[config.mk]
export PLATFORM = sky130hd
export DESIGN_NAME = adaptive_audio_block_size_controller_flat
export DESIGN_NICKNAME = d
export VERILOG_FILES = /design/src/rtl/aabs_pkg.sv /design/src/rtl/aabs_if.sv /design/src/rtl/aabs_mul.sv /design/src/rtl/aabs_div.sv /design/src/rtl/adaptive_audio_block_size_controller.sv /design/src/flat_wrapper.sv
export VERILOG_INCLUDE_DIRS = /design/src /design/src/rtl
export SDC_FILE = /design/constraint.sdc
export NUM_CORES = 2
export LEC_CHECK = 0
export ABC_CLOCK_PERIOD_IN_PS = 6900
export BUFFER_PORTS_ARGS = -buffer_cell sky130_fd_sc_hd__buf_2
export CORE_MARGIN = 1.5
export CORE_UTILIZATION = 58
export DETAILED_ROUTE_END_ITERATION = 6
export GPL_ROUTABILITY_DRIVEN = 0
export HOLD_SLACK_MARGIN = 0.05
export PLACE_DENSITY_LB_ADDON = 0.3
export SLEW_MARGIN = 40
export SYNTH_ARGS = -nofsm -noshare
export SYNTH_HDL_FRONTEND = slang
export SYNTH_HIERARCHICAL = 1
export SYNTH_SLANG_ARGS = --single-unit
export TNS_END_PERCENT = 1
[constraint.sdc]
create_clock -name clk_i -period 6.9 [get_ports clk_i]
set_input_delay 0.69 -clock clk_i [delete_from_list [all_inputs] [get_ports clk_i]]
set_output_delay 0.69 -clock clk_i [all_outputs]
set_load 0.01 [all_outputs]
[src/rtl/assert_macros.svh]
// Assertion macros for the block size controller RTL.
// Both macros expect clk_i in the scope where they are used, and AABS_ASSERT also rst_ni.
`ifndef ASSERT_MACROS_SVH
`define ASSERT_MACROS_SVH

// Checked at every rising edge outside reset.
`define AABS_ASSERT(lbl, prop, msg) \
  lbl: assert property (@(posedge clk_i) disable iff (!rst_ni) prop) \
    else $error(msg);

// Checked at every rising edge, reset included.
`define AABS_ASSERT_ALWAYS(lbl, prop, msg) \
  lbl: assert property (@(posedge clk_i) prop) else $error(msg);

`endif

[src/rtl/aabs_pkg.sv]
// Shared types, constants and tables of the adaptive audio block size controller.
// No dependencies; every other RTL file but assert_macros.svh uses it by scoped names.
package aabs_pkg;

  localparam int unsigned HISTORY_DEPTH_DEF = 64;
  localparam int unsigned NUM_SIZES         = 3;

  localparam int unsigned CB_W     = 20;
  localparam int unsigned FRAMES_W = 13;
  localparam int unsigned SR_W     = 18;
  localparam int unsigned US_W     = 20;
  localparam int unsigned Q8_W     = 16;
  localparam int unsigned START_W  = 13;
  localparam int unsigned FSS_W    = 16;
  localparam int unsigned SIZE_W   = 8;
  localparam int unsigned IDX_W    = 2;
  localparam int unsigned REASON_W = 3;
  localparam int unsigned CFG_IDX_W  = 3;
  localparam int unsigned CFG_DATA_W = 20;

  localparam int unsigned MUL_AW = 64;
  localparam int unsigned MUL_BW = 20;
  localparam int unsigned DIV_NW = 33;
  localparam int unsigned DIV_CW = 6;

  localparam logic [MUL_BW-1:0] US_PER_S = 20'd1000000;
  localparam logic [MUL_AW-1:0] HALF_US  = 64'd500000;

  // sample_rate / 5 by reciprocal multiplication, exact for 18-bit rates.
  localparam logic [18:0] COOL_RECIP = 19'd419431;
  localparam int unsigned COOL_SHIFT = 21;

  localparam logic [SR_W-1:0]  SR_RESET      = 18'd48000;
  localparam logic [FSS_W-1:0] COOL_RESET    = 16'd9600;
  localparam logic [US_W-1:0]  TARGET_RESET  = 20'd10000;
  localparam logic [US_W-1:0]  MAX_RESET     = 20'd20000;
  localparam logic [US_W-1:0]  MARGIN_RESET  = 20'd1000;
  localparam logic [Q8_W-1:0]  UPPER_RESET   = 16'd205;
  localparam logic [Q8_W-1:0]  LOWER_RESET   = 16'd128;
  localparam logic [Q8_W-1:0]  OVERLD_RESET  = 16'd256;
  localparam logic [START_W-1:0] START_RESET = 13'd96;
  localparam logic [IDX_W-1:0] IDX_RESET     = 2'd1;

  typedef enum logic [CFG_IDX_W-1:0] {
    REG_SAMPLE_RATE = 3'd0,
    REG_TARGET_LAT  = 3'd1,
    REG_MAX_LAT     = 3'd2,
    REG_MARGIN      = 3'd3,
    REG_UPPER_LOAD  = 3'd4,
    REG_LOWER_LOAD  = 3'd5,
    REG_FAST_OVERLD = 3'd6,
    REG_START_SIZE  = 3'd7
  } cfg_reg_e;

  typedef enum logic [REASON_W-1:0] {
    RSN_NONE    = 3'd0,
    RSN_FAST_UP = 3'd1,
    RSN_CRIT    = 3'd2,
    RSN_STEP_UP = 3'd3,
    RSN_STEP_DN = 3'd4
  } reason_e;

  typedef enum logic [4:0] {
    ST_IDLE,
    ST_BASE_SEL,
    ST_BASE_MUL,
    ST_BASE_DIV,
    ST_HIST_RD,
    ST_HIST_WR,
    ST_P1,
    ST_P2,
    ST_P3,
    ST_P4,
    ST_DECIDE,
    ST_P5,
    ST_P6,
    ST_P7,
    ST_P8,
    ST_P9,
    ST_CHOOSE,
    ST_P10,
    ST_FINISH
  } state_e;

  typedef struct packed {
    logic              start;
    logic [MUL_AW-1:0] a;
    logic [MUL_BW-1:0] b;
  } mul_req_t;

  typedef struct packed {
    logic              busy;
    logic              done;
    logic [MUL_AW-1:0] product;
  } mul_rsp_t;

  typedef struct packed {
    logic              start;
    logic [DIV_NW-1:0] numer;
    logic [SR_W-1:0]   denom;
  } div_req_t;

  typedef struct packed {
    logic            busy;
    logic            done;
    logic [US_W-1:0] quot;
  } div_rsp_t;

  typedef struct packed {
    logic            hit;
    logic [US_W-1:0] us;
  } base_hit_t;

  function automatic logic [SIZE_W-1:0] size_of(logic [IDX_W-1:0] idx);
    logic [SIZE_W-1:0] s;
    case (idx)
      2'd0:    s = 8'd64;
      2'd1:    s = 8'd96;
      2'd2:    s = 8'd128;
      default: s = 8'd64;
    endcase
    return s;
  endfunction

  // Block latency of a candidate, in units of 1/sample_rate microseconds.
  function automatic logic [MUL_AW-1:0] size_cost(logic [IDX_W-1:0] idx);
    logic [MUL_AW-1:0] c;
    case (idx)
      2'd0:    c = 64'd32000000;
      2'd1:    c = 64'd48000000;
      2'd2:    c = 64'd64000000;
      default: c = 64'd32000000;
    endcase
    return c;
  endfunction

  // Nearest candidate, ties to the smaller one; zero means the middle size.
  function automatic logic [IDX_W-1:0] pick_start(logic [START_W-1:0] p);
    logic [IDX_W-1:0] r;
    if (p == '0) begin
      r = 2'd1;
    end else if (p <= 13'd80) begin
      r = 2'd0;
    end else if (p <= 13'd112) begin
      r = 2'd1;
    end else begin
      r = 2'd2;
    end
    return r;
  endfunction

  // Measured one-way latency of known rate and buffer pairs.
  function automatic base_hit_t base_lookup(logic [SR_W-1:0] sr, logic [FRAMES_W-1:0] fr);
    base_hit_t r;
    r.hit = 1'b1;
    r.us  = '0;
    if (sr == 18'd192000 && fr == 13'd128) r.us = 20'd2450;
    else if (sr == 18'd192000 && fr == 13'd96) r.us = 20'd2250;
    else if (sr == 18'd192000 && fr == 13'd64) r.us = 20'd2100;
    else if (sr == 18'd96000 && fr == 13'd128) r.us = 20'd5200;
    else if (sr == 18'd96000 && fr == 13'd96) r.us = 20'd2850;
    else if (sr == 18'd96000 && fr == 13'd64) r.us = 20'd2500;
    else if (sr == 18'd48000 && fr == 13'd128) r.us = 20'd7250;
    else if (sr == 18'd48000 && fr == 13'd96) r.us = 20'd4600;
    else if (sr == 18'd48000 && fr == 13'd64) r.us = 20'd3900;
    else if (sr == 18'd44100 && fr == 13'd128) r.us = 20'd7550;
    else if (sr == 18'd44100 && fr == 13'd96) r.us = 20'd6850;
    else if (sr == 18'd44100 && fr == 13'd64) r.us = 20'd4100;
    else r.hit = 1'b0;
    return r;
  endfunction

endpackage

[src/rtl/aabs_if.sv]
// Valid/ready channel interfaces of the block size controller.
// Depends on aabs_pkg for field widths.
interface aabs_in_if;
  logic                            valid;
  logic                            ready;
  logic [aabs_pkg::CB_W-1:0]       callback_time_us;
  logic [aabs_pkg::FRAMES_W-1:0]   host_frames;
  logic                            underrun;
  modport source (output valid, callback_time_us, host_frames, underrun, input ready);
  modport sink (input valid, callback_time_us, host_frames, underrun, output ready);
endinterface

interface aabs_out_if;
  logic                            valid;
  logic                            ready;
  logic [aabs_pkg::SIZE_W-1:0]     block_size;
  logic [aabs_pkg::REASON_W-1:0]   switch_reason;
  modport source (output valid, block_size, switch_reason, input ready);
  modport sink (input valid, block_size, switch_reason, output ready);
endinterface

interface aabs_cfg_if;
  logic                             valid;
  logic                             ready;
  logic [aabs_pkg::CFG_IDX_W-1:0]   reg_index;
  logic [aabs_pkg::CFG_DATA_W-1:0]  wdata;
  modport source (output valid, reg_index, wdata, input ready);
  modport sink (input valid, reg_index, wdata, output ready);
endinterface

[src/rtl/aabs_mul.sv]
// Bit-serial shift-add multiplier, one bit of operand b per cycle, early finish.
// Depends on aabs_pkg for the request and response structs.
module aabs_mul (
  input  logic               clk_i,
  input  logic               rst_ni,
  input  aabs_pkg::mul_req_t req_i,
  output aabs_pkg::mul_rsp_t rsp_o
);

  logic [aabs_pkg::MUL_AW-1:0] a_q, acc_q;
  logic [aabs_pkg::MUL_BW-1:0] b_q;
  logic                        busy_q, done_q;
  logic                        last;

  assign last = (b_q[aabs_pkg::MUL_BW-1:1] == '0);

  always_ff @(posedge clk_i or negedge rst_ni) begin
    if (!rst_ni) begin
      busy_q <= 1'b0;
      done_q <= 1'b0;
    end else if (req_i.start) begin
      busy_q <= 1'b1;
      done_q <= 1'b0;
    end else if (busy_q) begin
      busy_q <= !last;
      done_q <= last;
    end else begin
      done_q <= 1'b0;
    end
  end

  always_ff @(posedge clk_i) begin
    if (req_i.start) begin
      acc_q <= '0;
      a_q   <= req_i.a;
      b_q   <= req_i.b;
    end else if (busy_q) begin
      if (b_q[0]) begin
        acc_q <= acc_q + a_q;
      end
      a_q <= a_q << 1;
      b_q <= b_q >> 1;
    end
  end

  assign rsp_o.busy    = busy_q;
  assign rsp_o.done    = done_q;
  assign rsp_o.product = acc_q;

endmodule

[src/rtl/aabs_div.sv]
// Restoring divider, one quotient bit per cycle, quotient saturated to 20 bits.
// Depends on aabs_pkg for the request and response structs.
module aabs_div (
  input  logic               clk_i,
  input  logic               rst_ni,
  input  aabs_pkg::div_req_t req_i,
  output aabs_pkg::div_rsp_t rsp_o
);

  logic [aabs_pkg::SR_W-1:0]   d_q, rem_q;
  logic [aabs_pkg::DIV_NW-1:0] num_q, quot_q;
  logic [aabs_pkg::DIV_CW-1:0] cnt_q;
  logic                        busy_q, done_q;
  logic [aabs_pkg::SR_W:0]     trial;
  logic                        ge;
  logic                        last;

  assign trial = {rem_q, num_q[aabs_pkg::DIV_NW-1]};
  assign ge    = (trial >= {1'b0, d_q});
  assign last  = (cnt_q == aabs_pkg::DIV_CW'(aabs_pkg::DIV_NW - 1));

  always_ff @(posedge clk_i or negedge rst_ni) begin
    if (!rst_ni) begin
      busy_q <= 1'b0;
      done_q <= 1'b0;
    end else if (req_i.start) begin
      busy_q <= 1'b1;
      done_q <= 1'b0;
    end else if (busy_q) begin
      busy_q <= !last;
      done_q <= last;
    end else begin
      done_q <= 1'b0;
    end
  end

  always_ff @(posedge clk_i) begin
    if (req_i.start) begin
      d_q    <= req_i.denom;
      num_q  <= req_i.numer;
      rem_q  <= '0;
      quot_q <= '0;
      cnt_q  <= '0;
    end else if (busy_q) begin
      // A remainder below the divisor always fits back into its 18 bits.
      rem_q  <= ge ? aabs_pkg::SR_W'(trial - {1'b0, d_q}) : trial[aabs_pkg::SR_W-1:0];
      num_q  <= num_q << 1;
      quot_q <= {quot_q[aabs_pkg::DIV_NW-2:0], ge};
      cnt_q  <= cnt_q + 1'b1;
    end
  end

  assign rsp_o.busy = busy_q;
  assign rsp_o.done = done_q;
  assign rsp_o.quot = (quot_q[aabs_pkg::DIV_NW-1:aabs_pkg::US_W] != '0)
                    ? '1 : quot_q[aabs_pkg::US_W-1:0];

endmodule

[src/rtl/adaptive_audio_block_size_controller.sv]
// Top level of the adaptive audio block size controller: sequencer, history memory
// and state registers. Depends on aabs_pkg, aabs_if, aabs_mul, aabs_div, assert_macros.svh.
//
//   channel | dir | handshake     | payload
//   in_i    | in  | valid/ready   | callback_time_us, host_frames, underrun
//   out_o   | out | valid/ready   | block_size, switch_reason
//   cfg_i   | in  | valid/ready   | reg_index, wdata
//
// One item at a time; how long an item takes is set by the bit-serial multiplier
// (up to eleven products an item) and, when the base latency is recomputed, by
// the restoring divider.
// Reset is asynchronous; the history memory needs no clearing pass.
// A result waits in the output register; the next item is taken once that result
// is registered, and the sequencer only holds when a second result is ready.
`include "assert_macros.svh"

module adaptive_audio_block_size_controller #(
  parameter int unsigned HISTORY_DEPTH = aabs_pkg::HISTORY_DEPTH_DEF
) (
  input logic        clk_i,
  input logic        rst_ni,
  aabs_in_if.sink    in_i,
  aabs_out_if.source out_o,
  aabs_cfg_if.sink   cfg_i
);

  localparam int unsigned HW = (HISTORY_DEPTH > 1) ? $clog2(HISTORY_DEPTH) : 1;
  localparam int unsigned CW = $clog2(HISTORY_DEPTH + 1);
  localparam int unsigned SW = aabs_pkg::CB_W + CW;

  aabs_pkg::state_e state_q, state_d;
  aabs_pkg::mul_req_t mul_req;
  aabs_pkg::mul_rsp_t mul_rsp;
  aabs_pkg::div_req_t div_req;
  aabs_pkg::div_rsp_t div_rsp;

  // Configuration registers.
  logic [aabs_pkg::SR_W-1:0]    sr_q;
  logic [aabs_pkg::US_W-1:0]    target_q, max_q, margin_q;
  logic [aabs_pkg::Q8_W-1:0]    upper_q, lower_q, overld_q;
  logic [aabs_pkg::FSS_W-1:0]   cool_q;

  // Controller state.
  logic [CW-1:0]                hist_count_q;
  logic [HW-1:0]                hist_head_q;
  logic [SW-1:0]                sum_q;
  logic [aabs_pkg::IDX_W-1:0]   size_q, em_q;
  logic [aabs_pkg::FSS_W-1:0]   fss_q;
  logic [aabs_pkg::FRAMES_W-1:0] latched_q;
  logic [aabs_pkg::US_W-1:0]    base_q;
  logic                         from_cfg_q;
  logic                         out_valid_q;
  aabs_pkg::reason_e            reason_q;

  // Per-item working registers.
  logic [aabs_pkg::CB_W-1:0]    cb_q, old_q;
  logic                         under_q, miss_q, high_q, low_q;
  logic [aabs_pkg::MUL_AW-1:0]  lhs_q, den_q;
  logic [aabs_pkg::SIZE_W-1:0]  out_size_q;
  logic [aabs_pkg::REASON_W-1:0] out_reason_q;

  logic [aabs_pkg::CB_W-1:0]    hist_mem [HISTORY_DEPTH];

  logic                         in_fire, cfg_fire, new_hf, hist_full;
  logic [aabs_pkg::SR_W-1:0]    cfg_sr;
  logic [36:0]                  cool_prod;
  logic [aabs_pkg::FSS_W-1:0]   cool_new;
  logic [aabs_pkg::FSS_W:0]     fss_sum;
  logic [aabs_pkg::FSS_W-1:0]   fss_add;
  aabs_pkg::base_hit_t          tab;
  logic [HW:0]                  head_inc;
  logic [aabs_pkg::US_W:0]      fixed_dn;
  logic                         fixed_over;
  logic [aabs_pkg::IDX_W:0]     up_c;
  aabs_pkg::state_e             base_ret;

  assign in_i.ready  = (state_q == aabs_pkg::ST_IDLE);
  assign cfg_i.ready = (state_q == aabs_pkg::ST_IDLE) && !in_i.valid;
  assign in_fire     = in_i.valid && in_i.ready;
  assign cfg_fire    = cfg_i.valid && cfg_i.ready;

  assign new_hf    = (in_i.host_frames != '0) && (in_i.host_frames != latched_q);
  assign hist_full = (hist_count_q == CW'(HISTORY_DEPTH));
  assign cfg_sr    = cfg_i.wdata[aabs_pkg::SR_W-1:0];
  assign cool_prod = 37'(cfg_sr) * 37'(aabs_pkg::COOL_RECIP);
  assign cool_new  = aabs_pkg::FSS_W'(cool_prod >> aabs_pkg::COOL_SHIFT);
  assign fss_sum   = (aabs_pkg::FSS_W + 1)'(fss_q) + (aabs_pkg::FSS_W + 1)'(latched_q);
  assign fss_add   = fss_sum[aabs_pkg::FSS_W] ? '1 : fss_sum[aabs_pkg::FSS_W-1:0];
  assign tab       = aabs_pkg::base_lookup(sr_q, latched_q);
  assign head_inc  = (HW + 1)'(hist_head_q) + 1'b1;
  assign fixed_dn  = (aabs_pkg::US_W + 1)'(base_q) + (aabs_pkg::US_W + 1)'(margin_q);
  assign fixed_over = (fixed_dn > (aabs_pkg::US_W + 1)'(target_q));
  assign up_c      = ((aabs_pkg::IDX_W + 1)'(size_q) + 1'b1 < (aabs_pkg::IDX_W + 1)'(em_q))
                   ? (aabs_pkg::IDX_W + 1)'(size_q) + 1'b1 : (aabs_pkg::IDX_W + 1)'(em_q);
  assign base_ret  = from_cfg_q ? aabs_pkg::ST_IDLE : aabs_pkg::ST_HIST_RD;

  aabs_mul u_mul (
    .clk_i  (clk_i),
    .rst_ni (rst_ni),
    .req_i  (mul_req),
    .rsp_o  (mul_rsp)
  );

  aabs_div u_div (
    .clk_i  (clk_i),
    .rst_ni (rst_ni),
    .req_i  (div_req),
    .rsp_o  (div_rsp)
  );

  always_ff @(posedge clk_i or negedge rst_ni) begin
    if (!rst_ni) begin
      state_q <= aabs_pkg::ST_IDLE;
    end else begin
      state_q <= state_d;
    end
  end

  // Next state and the start requests of the shared arithmetic units.
  always_comb begin
    state_d = state_q;
    mul_req = '0;
    div_req = '0;
    case (state_q)
      aabs_pkg::ST_IDLE: begin
        if (in_fire) begin
          state_d = new_hf ? aabs_pkg::ST_BASE_SEL : aabs_pkg::ST_HIST_RD;
        end else if (cfg_fire && cfg_i.reg_index == aabs_pkg::REG_SAMPLE_RATE
                     && cfg_sr != '0) begin
          state_d = aabs_pkg::ST_BASE_SEL;
        end
      end
      aabs_pkg::ST_BASE_SEL: begin
        if (latched_q == '0 || tab.hit) begin
          state_d = base_ret;
        end else begin
          mul_req.start = 1'b1;
          mul_req.a     = aabs_pkg::MUL_AW'(latched_q);
          mul_req.b     = aabs_pkg::US_PER_S;
          state_d       = aabs_pkg::ST_BASE_MUL;
        end
      end
      aabs_pkg::ST_BASE_MUL: begin
        if (mul_rsp.done) begin
          div_req.start = 1'b1;
          div_req.numer = mul_rsp.product[aabs_pkg::DIV_NW-1:0];
          div_req.denom = sr_q;
          state_d       = aabs_pkg::ST_BASE_DIV;
        end
      end
      aabs_pkg::ST_BASE_DIV: begin
        if (div_rsp.done) begin
          state_d = base_ret;
        end
      end
      aabs_pkg::ST_HIST_RD: state_d = aabs_pkg::ST_HIST_WR;
      aabs_pkg::ST_HIST_WR: begin
        mul_req.start = 1'b1;
        mul_req.a     = aabs_pkg::MUL_AW'(cb_q);
        mul_req.b     = aabs_pkg::MUL_BW'(sr_q);
        state_d       = aabs_pkg::ST_P1;
      end
      aabs_pkg::ST_P1: begin
        if (mul_rsp.done) begin
          mul_req.start = 1'b1;
          mul_req.a     = aabs_pkg::MUL_AW'(overld_q);
          mul_req.b     = aabs_pkg::MUL_BW'(latched_q);
          state_d       = aabs_pkg::ST_P2;
        end
      end
      aabs_pkg::ST_P2: begin
        if (mul_rsp.done) begin
          mul_req.start = 1'b1;
          mul_req.a     = mul_rsp.product;
          mul_req.b     = aabs_pkg::US_PER_S;
          state_d       = aabs_pkg::ST_P3;
        end
      end
      aabs_pkg::ST_P3: begin
        if (mul_rsp.done) begin
          if (base_q > max_q) begin
            state_d = aabs_pkg::ST_DECIDE;
          end else begin
            mul_req.start = 1'b1;
            mul_req.a     = aabs_pkg::MUL_AW'(max_q - base_q);
            mul_req.b     = aabs_pkg::MUL_BW'(sr_q);
            state_d       = aabs_pkg::ST_P4;
          end
        end
      end
      aabs_pkg::ST_P4: begin
        if (mul_rsp.done) begin
          state_d = aabs_pkg::ST_DECIDE;
        end
      end
      aabs_pkg::ST_DECIDE: begin
        if (under_q || miss_q || fss_q < cool_q) begin
          state_d = aabs_pkg::ST_FINISH;
        end else if (latched_q == '0) begin
          state_d = aabs_pkg::ST_CHOOSE;
        end else begin
          mul_req.start = 1'b1;
          mul_req.a     = aabs_pkg::MUL_AW'(sum_q);
          mul_req.b     = aabs_pkg::MUL_BW'(sr_q);
          state_d       = aabs_pkg::ST_P5;
        end
      end
      aabs_pkg::ST_P5: begin
        if (mul_rsp.done) begin
          mul_req.start = 1'b1;
          mul_req.a     = aabs_pkg::MUL_AW'(latched_q);
          mul_req.b     = aabs_pkg::MUL_BW'(hist_count_q);
          state_d       = aabs_pkg::ST_P6;
        end
      end
      aabs_pkg::ST_P6: begin
        if (mul_rsp.done) begin
          mul_req.start = 1'b1;
          mul_req.a     = mul_rsp.product;
          mul_req.b     = aabs_pkg::US_PER_S;
          state_d       = aabs_pkg::ST_P7;
        end
      end
      aabs_pkg::ST_P7: begin
        if (mul_rsp.done) begin
          mul_req.start = 1'b1;
          mul_req.a     = mul_rsp.product;
          mul_req.b     = aabs_pkg::MUL_BW'(upper_q);
          state_d       = aabs_pkg::ST_P8;
        end
      end
      aabs_pkg::ST_P8: begin
        if (mul_rsp.done) begin
          mul_req.start = 1'b1;
          mul_req.a     = den_q;
          mul_req.b     = aabs_pkg::MUL_BW'(lower_q);
          state_d       = aabs_pkg::ST_P9;
        end
      end
      aabs_pkg::ST_P9: begin
        if (mul_rsp.done) begin
          state_d = aabs_pkg::ST_CHOOSE;
        end
      end
      aabs_pkg::ST_CHOOSE: begin
        if (!high_q && low_q && size_q != '0 && !fixed_over) begin
          mul_req.start = 1'b1;
          mul_req.a     = aabs_pkg::MUL_AW'(target_q - aabs_pkg::US_W'(fixed_dn));
          mul_req.b     = aabs_pkg::MUL_BW'(sr_q);
          state_d       = aabs_pkg::ST_P10;
        end else begin
          state_d = aabs_pkg::ST_FINISH;
        end
      end
      aabs_pkg::ST_P10: begin
        if (mul_rsp.done) begin
          state_d = aabs_pkg::ST_FINISH;
        end
      end
      aabs_pkg::ST_FINISH: begin
        if (!out_valid_q || out_o.ready) begin
          state_d = aabs_pkg::ST_IDLE;
        end
      end
      default: state_d = aabs_pkg::ST_IDLE;
    endcase
  end

  // History memory: the oldest entry is read in the cycle before it is overwritten.
  always_ff @(posedge clk_i) begin
    if (state_q == aabs_pkg::ST_HIST_RD) begin
      old_q <= hist_mem[hist_head_q];
    end
    if (state_q == aabs_pkg::ST_HIST_WR) begin
      hist_mem[hist_head_q] <= cb_q;
    end
  end

  always_ff @(posedge clk_i or negedge rst_ni) begin
    if (!rst_ni) begin
      sr_q         <= aabs_pkg::SR_RESET;
      target_q     <= aabs_pkg::TARGET_RESET;
      max_q        <= aabs_pkg::MAX_RESET;
      margin_q     <= aabs_pkg::MARGIN_RESET;
      upper_q      <= aabs_pkg::UPPER_RESET;
      lower_q      <= aabs_pkg::LOWER_RESET;
      overld_q     <= aabs_pkg::OVERLD_RESET;
      cool_q       <= aabs_pkg::COOL_RESET;
      hist_count_q <= '0;
      hist_head_q  <= '0;
      sum_q        <= '0;
      size_q       <= aabs_pkg::IDX_RESET;
      em_q         <= '0;
      fss_q        <= aabs_pkg::COOL_RESET;
      latched_q    <= '0;
      base_q       <= '0;
      from_cfg_q   <= 1'b0;
      reason_q     <= aabs_pkg::RSN_NONE;
      out_valid_q  <= 1'b0;
    end else begin
      if (out_valid_q && out_o.ready) begin
        out_valid_q <= 1'b0;
      end
      case (state_q)
        aabs_pkg::ST_IDLE: begin
          if (in_fire) begin
            if (new_hf) begin
              latched_q  <= in_i.host_frames;
              fss_q      <= cool_q;
              from_cfg_q <= 1'b0;
            end
          end else if (cfg_fire) begin
            case (aabs_pkg::cfg_reg_e'(cfg_i.reg_index))
              aabs_pkg::REG_SAMPLE_RATE: begin
                // A zero rate is ignored; otherwise the base latency is recomputed.
                if (cfg_sr != '0) begin
                  sr_q       <= cfg_sr;
                  cool_q     <= cool_new;
                  fss_q      <= cool_new;
                  from_cfg_q <= 1'b1;
                end
              end
              aabs_pkg::REG_TARGET_LAT:  target_q <= cfg_i.wdata;
              aabs_pkg::REG_MAX_LAT:     max_q    <= cfg_i.wdata;
              aabs_pkg::REG_MARGIN:      margin_q <= cfg_i.wdata;
              aabs_pkg::REG_UPPER_LOAD:  upper_q  <= cfg_i.wdata[aabs_pkg::Q8_W-1:0];
              aabs_pkg::REG_LOWER_LOAD:  lower_q  <= cfg_i.wdata[aabs_pkg::Q8_W-1:0];
              aabs_pkg::REG_FAST_OVERLD: overld_q <= cfg_i.wdata[aabs_pkg::Q8_W-1:0];
              aabs_pkg::REG_START_SIZE:
                size_q <= aabs_pkg::pick_start(cfg_i.wdata[aabs_pkg::START_W-1:0]);
              default: ;
            endcase
          end
        end
        aabs_pkg::ST_BASE_SEL: begin
          if (latched_q == '0) begin
            base_q <= '0;
          end else if (tab.hit) begin
            base_q <= tab.us;
          end
        end
        aabs_pkg::ST_BASE_DIV: begin
          if (div_rsp.done) begin
            base_q <= div_rsp.quot;
          end
        end
        aabs_pkg::ST_HIST_WR: begin
          sum_q <= sum_q - (hist_full ? SW'(old_q) : '0) + SW'(cb_q);
          if (!hist_full) begin
            hist_count_q <= hist_count_q + 1'b1;
          end
          hist_head_q <= (head_inc >= (HW + 1)'(HISTORY_DEPTH)) ? '0 : head_inc[HW-1:0];
        end
        aabs_pkg::ST_P3: begin
          if (mul_rsp.done && base_q > max_q) begin
            em_q <= '0;
          end
        end
        aabs_pkg::ST_P4: begin
          if (mul_rsp.done) begin
            if (mul_rsp.product >= aabs_pkg::size_cost(2'd2)) begin
              em_q <= 2'd2;
            end else if (mul_rsp.product >= aabs_pkg::size_cost(2'd1)) begin
              em_q <= 2'd1;
            end else begin
              em_q <= 2'd0;
            end
          end
        end
        aabs_pkg::ST_DECIDE: begin
          reason_q <= aabs_pkg::RSN_NONE;
          if (under_q || miss_q) begin
            if (em_q > size_q) begin
              size_q   <= em_q;
              fss_q    <= '0;
              reason_q <= aabs_pkg::RSN_FAST_UP;
            end else begin
              reason_q <= aabs_pkg::RSN_CRIT;
            end
          end else if (fss_q < cool_q) begin
            fss_q <= fss_add;
          end
        end
        aabs_pkg::ST_CHOOSE: begin
          if (high_q) begin
            if (up_c > (aabs_pkg::IDX_W + 1)'(size_q)) begin
              size_q   <= up_c[aabs_pkg::IDX_W-1:0];
              fss_q    <= '0;
              reason_q <= aabs_pkg::RSN_STEP_UP;
            end else begin
              fss_q <= fss_add;
            end
          end else if (!(low_q && size_q != '0 && !fixed_over)) begin
            fss_q <= fss_add;
          end
        end
        aabs_pkg::ST_P10: begin
          if (mul_rsp.done) begin
            if (mul_rsp.product >= aabs_pkg::size_cost(size_q - 1'b1)) begin
              size_q   <= size_q - 1'b1;
              fss_q    <= '0;
              reason_q <= aabs_pkg::RSN_STEP_DN;
            end else begin
              fss_q <= fss_add;
            end
          end
        end
        aabs_pkg::ST_FINISH: begin
          if (!out_valid_q || out_o.ready) begin
            out_valid_q <= 1'b1;
          end
        end
        default: ;
      endcase
    end
  end

  // Per-item working values; no reset needed.
  always_ff @(posedge clk_i) begin
    case (state_q)
      aabs_pkg::ST_IDLE: begin
        if (in_fire) begin
          cb_q    <= in_i.callback_time_us;
          under_q <= in_i.underrun;
        end
      end
      aabs_pkg::ST_P1: begin
        if (mul_rsp.done) begin
          lhs_q <= mul_rsp.product << 8;
        end
      end
      aabs_pkg::ST_P3: begin
        if (mul_rsp.done) begin
          // No latched buffer length means no period, so no deadline miss.
          miss_q <= (latched_q != '0) && (lhs_q > mul_rsp.product);
        end
      end
      aabs_pkg::ST_DECIDE: begin
        high_q <= 1'b0;
        low_q  <= (lower_q != '0);
      end
      aabs_pkg::ST_P5: begin
        if (mul_rsp.done) begin
          lhs_q <= mul_rsp.product << 8;
        end
      end
      aabs_pkg::ST_P7: begin
        if (mul_rsp.done) begin
          den_q <= mul_rsp.product;
        end
      end
      aabs_pkg::ST_P8: begin
        if (mul_rsp.done) begin
          high_q <= (lhs_q > mul_rsp.product);
        end
      end
      aabs_pkg::ST_P9: begin
        if (mul_rsp.done) begin
          low_q <= (lhs_q < mul_rsp.product);
        end
      end
      aabs_pkg::ST_FINISH: begin
        if (!out_valid_q || out_o.ready) begin
          out_size_q   <= aabs_pkg::size_of(size_q);
          out_reason_q <= reason_q;
        end
      end
      default: ;
    endcase
  end

  assign out_o.valid         = out_valid_q;
  assign out_o.block_size    = out_size_q;
  assign out_o.switch_reason = out_reason_q;

  `AABS_ASSERT(a_in_leaves_idle, in_fire |=> state_q != aabs_pkg::ST_IDLE, "item accepted but sequencer stayed idle")
  `AABS_ASSERT(a_mul_start_free, mul_req.start |-> !mul_rsp.busy, "multiplier started while busy")
  `AABS_ASSERT(a_div_start_free, div_req.start |-> !div_rsp.busy, "divider started while busy")
  `AABS_ASSERT(a_out_from_finish, $rose(out_valid_q) |-> $past(state_q) == aabs_pkg::ST_FINISH, "result raised outside finish")
  `AABS_ASSERT(a_hist_count, state_q == aabs_pkg::ST_HIST_WR |=> hist_count_q != '0, "history count zero after a write")

endmodule

[src/flat_wrapper.sv]
// flat-port wrapper written by rule: the top's interface ports become plain ports
module adaptive_audio_block_size_controller_flat 
#(
  parameter int unsigned HISTORY_DEPTH = aabs_pkg::HISTORY_DEPTH_DEF
)
  (clk_i, rst_ni, in_i_valid, in_i_callback_time_us, in_i_host_frames, in_i_underrun, in_i_ready, out_o_valid, out_o_block_size, out_o_switch_reason, out_o_ready, cfg_i_valid, cfg_i_reg_index, cfg_i_wdata, cfg_i_ready);
  aabs_in_if in_i_i ();
  aabs_out_if out_o_i ();
  aabs_cfg_if cfg_i_i ();
  input logic clk_i;
  input logic rst_ni;
  input wire logic [$bits(in_i_i.valid)-1:0] in_i_valid;
  input wire logic [$bits(in_i_i.callback_time_us)-1:0] in_i_callback_time_us;
  input wire logic [$bits(in_i_i.host_frames)-1:0] in_i_host_frames;
  input wire logic [$bits(in_i_i.underrun)-1:0] in_i_underrun;
  output wire logic [$bits(in_i_i.ready)-1:0] in_i_ready;
  output wire logic [$bits(out_o_i.valid)-1:0] out_o_valid;
  output wire logic [$bits(out_o_i.block_size)-1:0] out_o_block_size;
  output wire logic [$bits(out_o_i.switch_reason)-1:0] out_o_switch_reason;
  input wire logic [$bits(out_o_i.ready)-1:0] out_o_ready;
  input wire logic [$bits(cfg_i_i.valid)-1:0] cfg_i_valid;
  input wire logic [$bits(cfg_i_i.reg_index)-1:0] cfg_i_reg_index;
  input wire logic [$bits(cfg_i_i.wdata)-1:0] cfg_i_wdata;
  output wire logic [$bits(cfg_i_i.ready)-1:0] cfg_i_ready;
  assign in_i_i.valid = in_i_valid;
  assign in_i_i.callback_time_us = in_i_callback_time_us;
  assign in_i_i.host_frames = in_i_host_frames;
  assign in_i_i.underrun = in_i_underrun;
  assign in_i_ready = in_i_i.ready;
  assign out_o_valid = out_o_i.valid;
  assign out_o_block_size = out_o_i.block_size;
  assign out_o_switch_reason = out_o_i.switch_reason;
  assign out_o_i.ready = out_o_ready;
  assign cfg_i_i.valid = cfg_i_valid;
  assign cfg_i_i.reg_index = cfg_i_reg_index;
  assign cfg_i_i.wdata = cfg_i_wdata;
  assign cfg_i_ready = cfg_i_i.ready;
  adaptive_audio_block_size_controller #(.HISTORY_DEPTH(HISTORY_DEPTH)) u_core (.clk_i(clk_i), .rst_ni(rst_ni), .in_i(in_i_i), .out_o(out_o_i), .cfg_i(cfg_i_i));
endmodule
== Word-level counts from Yosys, hierarchy flattened ==
Memories as Yosys holds them, arrays and structs flattened. A register that Yosys moved wholly into a read port is not among the register bits.
Index checks and enable logic that the tools add are counted.
Operators by class
  bitwise gates (word level): 2
  add/subtract/negate cells: 13
  $lt $le $gt $ge: 15
  multiply operators: 1
  mux-type cells: 142
  equality and inequality tests: 71
  reduce and logical (&&, ||, !) cells: 85
Operator list (number)
  two-way mux 85 bit: 11
  case mux 85 bit (10 select lines): 1
  two-way mux 20 bit: 18
  two-way mux 64 bit: 4
  two-way mux 16 bit: 14
  >= comparator 64 x 26 -> 1 bit (second input constant): 2
  two-way mux 52 bit: 2
  case mux 5 bit (19 select lines): 1
  two-way mux 5 bit: 18
  two-way mux 33 bit: 2
  adder 64 bit: 1
  >= comparator 64 bit: 1
  greater-than comparator 64 bit: 1
  less-than comparator 64 bit: 1
  case mux 16 bit (4 select lines): 1
  case mux 26 bit (2 select lines): 1
  subtractor 20 x 20 -> 21 bit: 2
  == test 5 x 4 -> 1 bit (second input constant): 8
  case mux 20 bit (2 select lines): 1
  nonzero test 13 bit: 3
  multiplier 18 x 19 -> 37 bit (second input constant): 1
  == test 18 x 16 -> 1 bit (second input constant): 2
  two-way mux 2 bit: 18
  two-way mux 1 bit: 33
  other kinds (70): 182
Word-level totals
  flip-flop bits (word level): 660
  memories kept: 1
  output and inout bits: 14
  input bits: 62
  word-level logic and storage cells: 371
  bits in writable memories: 1280
Memories
  u_core.hist_mem: depth 64, width 20, read ports 1, clocked after Yosys merged registers in 1, wr ports 1, RTL line adaptive_audio_block_size_controller.sv:62  | logic [aabs_pkg::CB_W-1:0] hist_mem [HISTORY_DEPTH];

== Longest topological paths before layout ==
  depth after elaboration: 18
  depth in mapped cells: 28
  gate-level depth less buffers: 27

== Hierarchy ==
Netlist, hierarchy kept.
By module, submodules not included
  adaptive_audio_block_size_controller: area each 77898.5 um^2, times used 1, sequential area each 49721.4 um^2, cells an instance 5786
  aabs_mul: area each 9721.8 um^2, times used 1, sequential area each 3853.7 um^2, cells an instance 1036
  aabs_div: area each 5449.0 um^2, times used 1, sequential area each 2722.6 um^2, cells an instance 510

== Worst setup path after synthesis ==
No wires, ideal clock.
  kind: register to register
  start point: register u_core/base_q[0] (netlist name)
  end point: register u_core/u_mul/a_q[0] (netlist name), enable pin
  setup slack: -0.173 ns
  path buffers: 2
  arrival: 6.635 ns
  period minus slack after synthesis: 7.073 ns
  required time: 6.462 ns
  stages on the path, launching flop included: 25
  library setup time: 0.438 ns
  cell sequence: dfrtp_1 > ha_1 > inv_1 > fa_1 > nor2b_1 > o31a_1 > o21ai_1 > a21boi_0 > o2bb2ai_1 > o21ai_0 > nand2b_1 > xor2_1 > ha_1 > a2111o_1 > or3_1 > a211oi_1 > o41ai_1 > a211oi_2 > nor2_1 > nand3_2 > or3_1 > clkbuf_1 > clkbuf_1 > nor2_1 > inv_1
RTL lines
  start, declared: RTL line adaptive_audio_block_size_controller.sv:50  | logic [aabs_pkg::US_W-1:0] base_q;
  start signal, assigned: RTL line adaptive_audio_block_size_controller.sv:339  | base_q <= tab.us;
  start signal, assigned: RTL line adaptive_audio_block_size_controller.sv:344  | base_q <= div_rsp.quot;
  end signal, assigned: RTL line aabs_mul.sv:35  | a_q <= req_i.a;
  end signal, assigned: RTL line aabs_mul.sv:41  | a_q <= a_q << 1;
  end, declared: RTL line aabs_mul.sv:10  | logic [aabs_pkg::MUL_AW-1:0] a_q, acc_q;

==> metrics.md <==
| Metric | Value |
|---|---|
| CTS sink count | `1,955` |
| Crit path kind | `flip-flop to flip-flop` |
| CP max-delay cell | `o41ai_1` |
| LEAKAGE | `0.0384 uW` |
| Levels on crit path | `21` |
| Power, Total | `27,100 uW` |
| Slew Limit Headroom | `0.343` |
| Final setup TNS | `0 ns` |
| Mean Syn Cell Area | `12.7 sq um` |
| Die X | `404 um` |
| Final worst slack | `0.555 ns` |
| Worst-margin pin slew | `0.984 ns` |
| DP HPWL | `171,000 um` |
| Starting Density | `0.586` |
| Worst Setup SP | `u_core/base_q[1]` |
| Global-route wire length before repair | `399,000 um` |
| Non-filler cells, final | `9,682` |
| Placed Cells | `9,303` |
| WL/cell | `27.7 um` |
| Status | `complete, no violations` |
| Initial antenna violation count | `10` |
| Worst hold path class | `input pin to flip-flop` |
| Buf+Inv Stages, Crit Path | `3` |
| Post-synthesis cell area | `93,100 sq um` |
| DRT Wirelength | `268,000 um` |
| CTS Buf Count | `191` |
| Die Footprint | `163,000 sq um` |
| Layout cells sized above 1 | `0.125` |
| H-tree lvl count | `4` |
| Clk_lat worst skew | `0.86 ns` |
| Gr usage total | `0.328` |
| Port Buffers | `70` |
| Die height | `404 um` |
| # Post-CTS Setup Buffers | `0` |
| Pre-antenna DRT Iters | `7` |
| Worst Setup Start Kind | `flip-flop` |
| Max Fclk | `0.158 GHz` |
| Vias in the first global route | `62,900` |
| Worst-path cell chain | `ha_1, a21o_1, a21oi_1, o21a_1, nor3_1, a211oi_1, nor3_1, xor2_1, ha_1, and4_1, inv_1, a311oi_1, a211oi_1, o41ai_1, a211oi_2, nor2_1, nand3_2, or3_4, nor2_1, clkinvlp_4, buf_12` |
| Layout area overhead | `11.2%` |
| CTS tree | `built` |
| Register-to-Register Path Depth | `21` |
| Gr ovfl total | `0` |
| Hold Vio Cnt, Final | `0` |
| Max Root-Sink Buffers | `3` |
| CP endpoint kind | `flip-flop` |
| Setup Skew | `0.0844 ns` |
| Core area | `159,000 sq um` |
| Clk slew on worst S/H paths | `0.06 ns` |
| DRT antenna net count | `0` |
| Hold Buf Count CTS | `18` |
| CP delay by family, top | `simple AND/OR/NAND/NOR gates` |
| Reg2Reg Launch Point | `u_core/base_q[1]` |
| Yosys Warn Count | `6` |
| RSZ-0062 raised after global routing | `false` |
| Fillers | `11,300` |
| Vias per cell | `6.68` |
| Worst Path Required | `7.39 ns` |
| Fin crit period | `6.34 ns` |
| Max_cap viols | `0` |
| # DRC | `0` |
| Clock Root Buffer | `clkbuf_16` |
| Hold path cells | `1` |
| Tcrit/Tclk final | `0.920` |
| Vias | `64,600` |
| Multi-input logic area | `33,900 sq um` |
| Ports | `76` |
| Worst-path fanout max | `64` |
| Final core occ | `0.651` |
| Slowest stage delay, CP | `0.60 ns` |
| Row cnt | `146` |
| Setup violations, final | `0` |
| Layout Nets | `8,074` |
| Power Density | `262 nW/um^2` |
| Post-synthesis cell count | `7,330` |
| Setup WS pre-CTS | `0.146 ns` |
| Initial DRC Count | `9,022` |
| VDD IR max | `272 uV` |
| Worst Path Arrival | `6.83 ns` |
| Post-CTS resize count | `0` |
| Final slew viol count | `0` |
| Largest net degree at the start of global routing | `148` |
| HP Start | `in_i_callback_time_us[11]` |
| FF/Latch Area | `56,300 sq um` |
-- final timing paths --
check | end | slack [ns]
worst min-delay path | u_core/cb_q[11] | 0.1
max in group asynchronous | u_core/u_div/busy_q | 5.41
worst min register to register | u_core/out_o.switch_reason[1] | 0.46
worst max-delay path | u_core/u_mul/a_q[5] | 0.56
worst max register to register | u_core/u_mul/a_q[5] | 0.56
min in group asynchronous | u_core/cool_q[1] | 0.38
-- flip-flops by register name (all words and copies together) (netlist names), 27 cells and up --
register             cells
u_core/u_mul/a_q        64
u_core/u_mul/acc_q      64
u_core/den_q            64
u_core/sum_q            27
u_core/u_div/quot_q     33
u_core/lhs_q            56
u_core/u_div/num_q      33
u_core/hist_mem       1280
-- metrics by stage --
| step | hold WS, ns | cell area [sq um] |
|---|---|---|
| 2_1_floorplan | 0.394 | 93100 |
| 3_3_place_gp | 0.443 | 96500 |
| 3_5_place_dp | 0.447 | 96600 |
| 4_1_cts | 0.0544 | 103000 |
| 5_1_grt | 0.0811 | 103000 |
| 6_report | 0.0995 | 103000 |
-- layout by cell type, fill, tap and decap left out, types with 31 or more instances in the layout --
cell / n
o21a_1: 31
clkbuf_16: 193
a21oi_1: 341
xor2_1: 75
mux2i_1: 50
o21ai_0: 286
nor2_1: 226
nor3_1: 72
a221oi_1: 155
buf_4: 173
buf_2: 69
or3_1: 32
a22o_1: 140
and2_1: 96
nand4_1: 100
nand2_1: 534
mux2_2: 160
dfstp_2: 39
nand2b_1: 39
a21o_1: 129
dfrtp_1: 209
a22oi_1: 460
a211oi_1: 54
nand3_1: 120
o211ai_1: 31
and3_1: 34
nor4_1: 53
fa_1: 126
clkinv_1: 35
clkbuf_1: 35
clkinv_2: 40
ha_1: 440
a31oi_1: 134
dfxtp_1: 121
inv_1: 487
xnor2_1: 100
nor2b_1: 31
edfxtp_1: 1585
nor2_2: 64
-- power by group --
part | switching, uW | internal, uW | leakage, uW | total [uW]
registers | 18.1 | 12600 | 0.0184 | 12600
logic | 2160 | 1640 | 0.0169 | 3800
clock network | 4590 | 6100 | 0.00316 | 10700
total | 6770 | 20300 | 0.0384 | 27100
-- cell type report --
class,instances,area share
clock inverters,117,0.0136
diodes,3,0.0000726
repair buffers,291,0.0228
flip-flops and latches,1955,0.544
well taps,2072,0.0251
clock buffers,237,0.0491
inverters,492,0.0179
multi-input cells,4515,0.327
-- routing by layer --
metal | track usage | vias to the layer above | wire (um)
met5 | 0 | - | 124
met2 | 0.498 | 3968 | 119000
met4 | 0.145 | 16 | 12900
met1 | 0.450 | 31900 | 103000
met3 | 0.0802 | 676 | 32900
li1 | - | 28100 | -
Note: power is estimated with default switching activity, not from simulation.
